`src/design/bpt_pkg.sv`:
```
`default_nettype none
// ----------------------------------------------------------------------------
// Bytecode position table package
// Shared widths, depths, status codes and controller types.
// ----------------------------------------------------------------------------
package bpt_pkg;

   localparam int CODE_DEPTH   = 4096;
   localparam int SOURCE_DEPTH = 256;
   localparam int POS_DEPTH    = 1024;

   localparam int CODE_AW = $clog2(CODE_DEPTH);
   localparam int SRC_AW  = $clog2(SOURCE_DEPTH);
   localparam int POS_AW  = $clog2(POS_DEPTH);

   localparam int OFF_W  = 12;
   localparam int LINE_W = 20;
   localparam int COL_W  = 16;
   localparam int ID_W   = 16;

   typedef enum logic [1:0] {
      STATUS_OK      = 2'd0,
      STATUS_FULL    = 2'd1,
      STATUS_NO_POS  = 2'd2,
      STATUS_UNUSED  = 2'd3
   } status_type;

   typedef enum logic [3:0] {
      ST_IDLE,
      ST_WR_READ,
      ST_WR_SRC,
      ST_WR_POS,
      ST_LK_STEP,
      ST_LK_WAIT,
      ST_LK_ENTRY,
      ST_LK_SRC,
      ST_LK_DONE,
      ST_OUT
   } state_type;

   typedef struct packed {
      logic load;
      logic wr_read;
      logic wr_src;
      logic wr_pos;
      logic lk_issue;
      logic lk_update;
      logic lk_entry;
      logic lk_src;
      logic lk_finish;
      logic out_valid;
   } cmd_type;

   typedef struct packed {
      logic is_lookup;
      logic code_full;
      logic lk_trivial;
      logic lk_more;
   } stat_type;

endpackage

`default_nettype wire

```
`src/design/bpt_ctrl.sv`:
```
`default_nettype none
// ----------------------------------------------------------------------------
// Bytecode position table controller
// Sequences appends and binary-search lookups through the datapath.
// ----------------------------------------------------------------------------
module bpt_ctrl (
   input  wire logic              clock,
   input  wire logic              reset,
   input  wire logic              req_valid,
   output logic                   req_stall,
   input  wire logic              rsp_stall,
   input  wire bpt_pkg::stat_type stat,
   output bpt_pkg::cmd_type       cmd
);

   bpt_pkg::state_type state_ff, state_in;

   always_ff @(posedge clock) begin
      if (reset) begin
         state_ff <= bpt_pkg::ST_IDLE;
      end else begin
         state_ff <= state_in;
      end
   end

   always_comb begin
      state_in = state_ff;
      case (state_ff)
         bpt_pkg::ST_IDLE: begin
            if (req_valid) begin
               state_in = bpt_pkg::ST_WR_READ;
            end
         end
         bpt_pkg::ST_WR_READ: begin
            if (stat.is_lookup) begin
               state_in = stat.lk_trivial ? bpt_pkg::ST_OUT : bpt_pkg::ST_LK_STEP;
            end else if (stat.code_full) begin
               state_in = bpt_pkg::ST_OUT;
            end else begin
               state_in = bpt_pkg::ST_WR_SRC;
            end
         end
         bpt_pkg::ST_WR_SRC:   state_in = bpt_pkg::ST_WR_POS;
         bpt_pkg::ST_WR_POS:   state_in = bpt_pkg::ST_OUT;
         bpt_pkg::ST_LK_STEP: begin
            state_in = stat.lk_more ? bpt_pkg::ST_LK_WAIT : bpt_pkg::ST_LK_ENTRY;
         end
         bpt_pkg::ST_LK_WAIT:  state_in = bpt_pkg::ST_LK_STEP;
         bpt_pkg::ST_LK_ENTRY: state_in = bpt_pkg::ST_LK_SRC;
         bpt_pkg::ST_LK_SRC:   state_in = bpt_pkg::ST_LK_DONE;
         bpt_pkg::ST_LK_DONE:  state_in = bpt_pkg::ST_OUT;
         bpt_pkg::ST_OUT: begin
            if (!rsp_stall) begin
               state_in = bpt_pkg::ST_IDLE;
            end
         end
         default:              state_in = bpt_pkg::ST_IDLE;
      endcase
   end

   always_comb begin
      cmd       = '0;
      req_stall = 1'b1;
      case (state_ff)
         bpt_pkg::ST_IDLE: begin
            req_stall = 1'b0;
            cmd.load  = req_valid;
         end
         bpt_pkg::ST_WR_READ: begin
            cmd.wr_read  = !stat.is_lookup && !stat.code_full;
            cmd.lk_issue = stat.is_lookup && !stat.lk_trivial;
         end
         bpt_pkg::ST_WR_SRC:   cmd.wr_src = 1'b1;
         bpt_pkg::ST_WR_POS:   cmd.wr_pos = 1'b1;
         bpt_pkg::ST_LK_STEP:  cmd.lk_update = 1'b1;
         bpt_pkg::ST_LK_WAIT:  cmd.lk_issue = 1'b1;
         bpt_pkg::ST_LK_ENTRY: cmd.lk_entry = 1'b1;
         bpt_pkg::ST_LK_SRC:   cmd.lk_src = 1'b1;
         bpt_pkg::ST_LK_DONE:  cmd.lk_finish = 1'b1;
         bpt_pkg::ST_OUT:      cmd.out_valid = 1'b1;
         default:              cmd = '0;
      endcase
   end

endmodule

`default_nettype wire

```
`config.mk`:
```
export PLATFORM = sky130hd
export DESIGN_NAME = bpt_ctrl
export DESIGN_NICKNAME = d
export VERILOG_FILES = /design/src/design/bpt_pkg.sv /design/src/design/bpt_ctrl.sv
export SDC_FILE = /design/constraint.sdc
export NUM_CORES = 1
export LEC_CHECK = 0
export ABC_AREA = 1
export BUFFER_PORTS_ARGS = -buffer_cell sky130_fd_sc_hd__buf_2
export CORE_AREA = 2 2 39 41
export CTS_BUF_LIST = sky130_fd_sc_hd__clkbuf_4 sky130_fd_sc_hd__clkbuf_8
export DETAILED_ROUTE_END_ITERATION = 10
export DIE_AREA = 0 0 41 43
export GPL_ROUTABILITY_DRIVEN = 0
export PLACE_DENSITY_LB_ADDON = 0.12
export SLEW_MARGIN = 40
export SYNTH_ARGS = -nofsm -noshare
export SYNTH_HDL_FRONTEND = slang
export SYNTH_SLANG_ARGS = --single-unit
```
`constraint.sdc`:
```
create_clock -name clock -period 2.08 [get_ports clock]
set_input_delay 0.208 -clock clock [delete_from_list [all_inputs] [get_ports clock]]
set_output_delay 0.208 -clock clock [all_outputs]
set_load 0.01 [all_outputs]
```
; After elaboration in Yosys (flattened, before gate mapping)
; Index checks and enable logic that the tools add are counted.
[totals]
in_bits = 8
ff_bits = 4
[classes]
eq_ne = 11
mux = 18
reduce_logical = 8
[ops]
columns = cell, n
row1 = one-hot mux 4 bit (9 select lines), 1
row2 = two-way mux 4 bit, 5
row3 = == test 4 x 3 -> 1 bit (second input constant), 4
row4 = two-way mux 1 bit, 10
row5 = == test 4 x 2 -> 1 bit (second input constant), 2
row6 = == test 4 bit (second input constant), 2
row7 = == test 4 x 1 -> 1 bit (second input constant), 1
row8 = zero test 4 bit, 1
row9 = != test 2 bit (second input constant), 2
row10 = zero test 1 bit, 3
row11 = logical AND 1 bit, 2
row12 = two-way mux 2 bit, 1
row13 = one-hot mux 1 bit (2 select lines), 1
row14 = AND reduction 2 bit, 1
row15 = OR reduction 2 bit, 1

; Logic depth before layout (Yosys ltp)
[depth]
ltp_word = 3
mapped_depth = 8
mapped_depth_nobuf = 8

; Least setup slack after synthesis
; No wires, ideal clock.
[synth_timing]
kind = reg2reg
start = register state_ff[2]
end = register state_ff[3]
arrival_time_ns = 1.046
setup_time_ns = 0.056
required_ns = 2.024
setup_slack_ns = 0.978
stages_incl_launch_ff = 6
cell_sequence = dfxtp_1 > inv_2 > nor3_1 > nand3b_1 > nand2_1 > inv_1
[synth_via]
elab_chain_cells = 3
elab_cells_between_ends = 15
cone_classes = eq/ne (11) / mux (1) / reduce/logical (3)
[synth_rtl]
columns = element, line
row1 = from (decl), bpt_ctrl.sv:16  ; bpt_pkg::state_type state_ff, state_in;
row2 = from (signal assigned), bpt_ctrl.sv:20  ; state_ff <= bpt_pkg::ST_IDLE;
row3 = from (signal assigned), bpt_ctrl.sv:22  ; state_ff <= state_in;
row4 = "== test 4 bit, or another cell as far along", bpt_ctrl.sv:28  ; case (state_ff)
row5 = OR reduction 2 bit (no line) or != test 2 bit (tied branches), --
row6 = one-hot mux 4 bit (9 select lines) or AND reduction 2 bit (tied branches), --
; Several ways; a longest one is shown, not always the timed one.
; A chain may end at the register's enable or synchronous reset.

==> results by group <==
Drt
  – DRT Pass-1 Iters: 4
  – DRC: 0
  – Antenna-violating nets left: 0
  – Drt total wl: 825 um
  – Avg WL per Cell: 8.418 um
  – Vias per cell: 4.133
  – Initial drt markers: 7
  – Vias: 405

Layout
  – Most common cell after layout, fill and taps aside: buf_2
  – Utilization after layout: 34.09%
  – Biggest regs: state_ff (4)
  – Fraction of layout instances using a drive strength above 1: 37.80%
  – Final Instance Count excl. Fillers: 98
  – Antenna diodes: 0
  – Fill count: 173
  – Commonest non-fill, non-tap cells in the layout: buf_2 (18), nand2_1 (16), inv_1 (14), nor2_1 (7), nor2_2 (5)
  – Multi-input gate area: 198.9 sq um
  – NumNets Final: 92
  – Max reg flops: 4
  – Register Area: 80.08 sq um
  – Biggest register: state_ff
  – Syn-to-layout area delta: 39.11%

Timing
  – Final Cycle Share: 65.64%
  – Worst-margin pin slew: 0.2291 ns
  – Final setup viols: 0
  – RSZ-0062 raised after global routing: no
  – Fmax: 0.7324 GHz
  – Final TNS setup: 0 ns
  – Hold Fails Final Rpt: 0
  – Slew Limit Fails: 0
  – Slew headroom: 84.61%
  – Hold_ws: 0.1713 ns
  – Final Critical Period: 1.365 ns
  – Clk_skew: 0.001453 ns

Die
  – IO Pins: 19
  – Area of the die: 0.001763 sq mm
  – Die Wd: 41 um
  – Starting utilization of the core area: 24.50%
  – Row cnt: 14
  – Core area: 0.001384 sq mm
  – Die H: 43 um

Setup path
  – Critical Path Sink Type: output port
  – Worst setup path class: flop to output port
  – Critical Path RT: 1.87 ns
  – CP Max Fanout: 4
  – CP arrival: 1.16 ns
  – CP Launch Type: flop

Clock tree
  – Post-CTS setup buffers: 0
  – Hold bufs inserted after CTS: 0
  – Clock Latency Late Sink: 0.23 ns
  – Clk slew on worst S/H paths: 0.04 ns
  – H-tree Lvls: 1
  – CTS root buf: clkbuf_4
  – CTS tree: done
  – CTS max path bufs: 2
  – Num Clock Sinks: 4
  – Total CTS buffers: 3
  – Cts repair resizes: 0

Outcome
  – Outcome: finished clean

Synthesis
  – Syn Nets: 69
  – Post-Synth Simple-Gate Area: 50.18%
  – Syn_area_per_cell: 5.559 sq um
  – Distinct cells, synth: 16
  – Register area share after synthesis: 23.62%
  – Adder-cell share of the synthesized area: 0%
  – Synth warnings: 0
  – Synth Cell Area: 339.1 sq um
  – Synthesis-stage register bit count: 4
  – Synth Area in XOR/XNOR: 0%
  – Complex-gate fraction of the synthesized area: 8.487%
  – Main combinational cell family by area after synthesis: simple AND/OR/NAND/NOR gates
  – Mux contribution to synthesized area: 0%
  – Cell count after synthesis: 61

Place
  – Port bufs: 18
  – HPWL Detailed: 704.7 um
  – Placed Cells: 95

Run
  – Max-cap violations: 0

Power and ir drop
  – Maximum vdd drop: 574.3 uV
  – Power Total: 0.5168 mW
  – Power density over the cells: 1096 mW/mm^2
  – LEAKAGE: 0.3197 nW

Global route
  – Initial antenna violation count: 0
  – GRT Util Overall: 11.14%
  – Grt ovf: 0
  – First-pass GRT wire length: 1.345 mm
  – Largest net degree at the start of global routing: 6
  – Vias in the first global route: 354

Min path
  – Worst hold path type: input pin to flop
-- cells by family (layout without fill, tap and decap cells) --
logic type,after synthesis,in the layout
AND/OR/NAND/NOR,36,36
buffers and inverters,16,37
flip-flops,4,4
AO/OA/AOI/OAI,5,5
-- per-layer routing --
metal  vias up  share of wire, %  GRT usage, %
li1        228                 -             -
met1       163                45         14.15
met2        14                48         16.25
met3         0               6.4         4.712
met4         0                 0         4.000
met5         -                 0             0
-- layout make-up --
cell class,instances,share of cell area [%]
clock buffer,3,4.775
multi-input combinational,41,42.18
timing repair buffer,18,19.10
inverter,16,12.73
sequential,4,16.98
tap,16,4.244
-- worst max-delay path, stage by stage (launching register included) --
cell     delay (ns)
dfxtp_1        0.35
inv_1          0.09
nor2_2         0.15
nand2_1        0.09
nor2_1         0.11
buf_2          0.14
-- power by group --
group	total, mW	switching [mW]	internal (mW)
sequential	0.131	0.0300	0.101
combinational	0.291	0.185	0.106
clock	0.0952	0.0307	0.0645
total	0.517	0.246	0.271
-- path summary, 6_finish.rpt --
kind,cells after the start,endpoint,slack [ns],startpoint
max,5,cmd[8],0.71,state_ff[0]
min reg2reg,3,state_ff[2],0.64,state_ff[0]
max reg2reg,5,state_ff[1],0.93,state_ff[3]
min,2,state_ff[0],0.17,reset
-- through the flow --
stage          setup slack, ns  instance area (sq um)
6_report                0.7147                  471.7
4_1_cts                 0.6929                  471.7
3_3_place_gp            0.8856                  449.2
3_5_place_dp            0.9421                  449.2
5_1_grt                 0.5683                  471.7
2_1_floorplan           0.9781                  339.1
-- synth_stat cells (all sizes together) --
library cell	n	share of area, %
a21oi	2	4.1
dfxtp	4	24
nand3b	1	2.2
inv	16	18
nor4	1	1.8
o21ai	3	4.4
nor2	13	20
nand3	2	3.0
nor3	1	1.5
nand2	17	20
nand4	1	1.8
No activity file was read; power rests on OpenSTA's default activity.
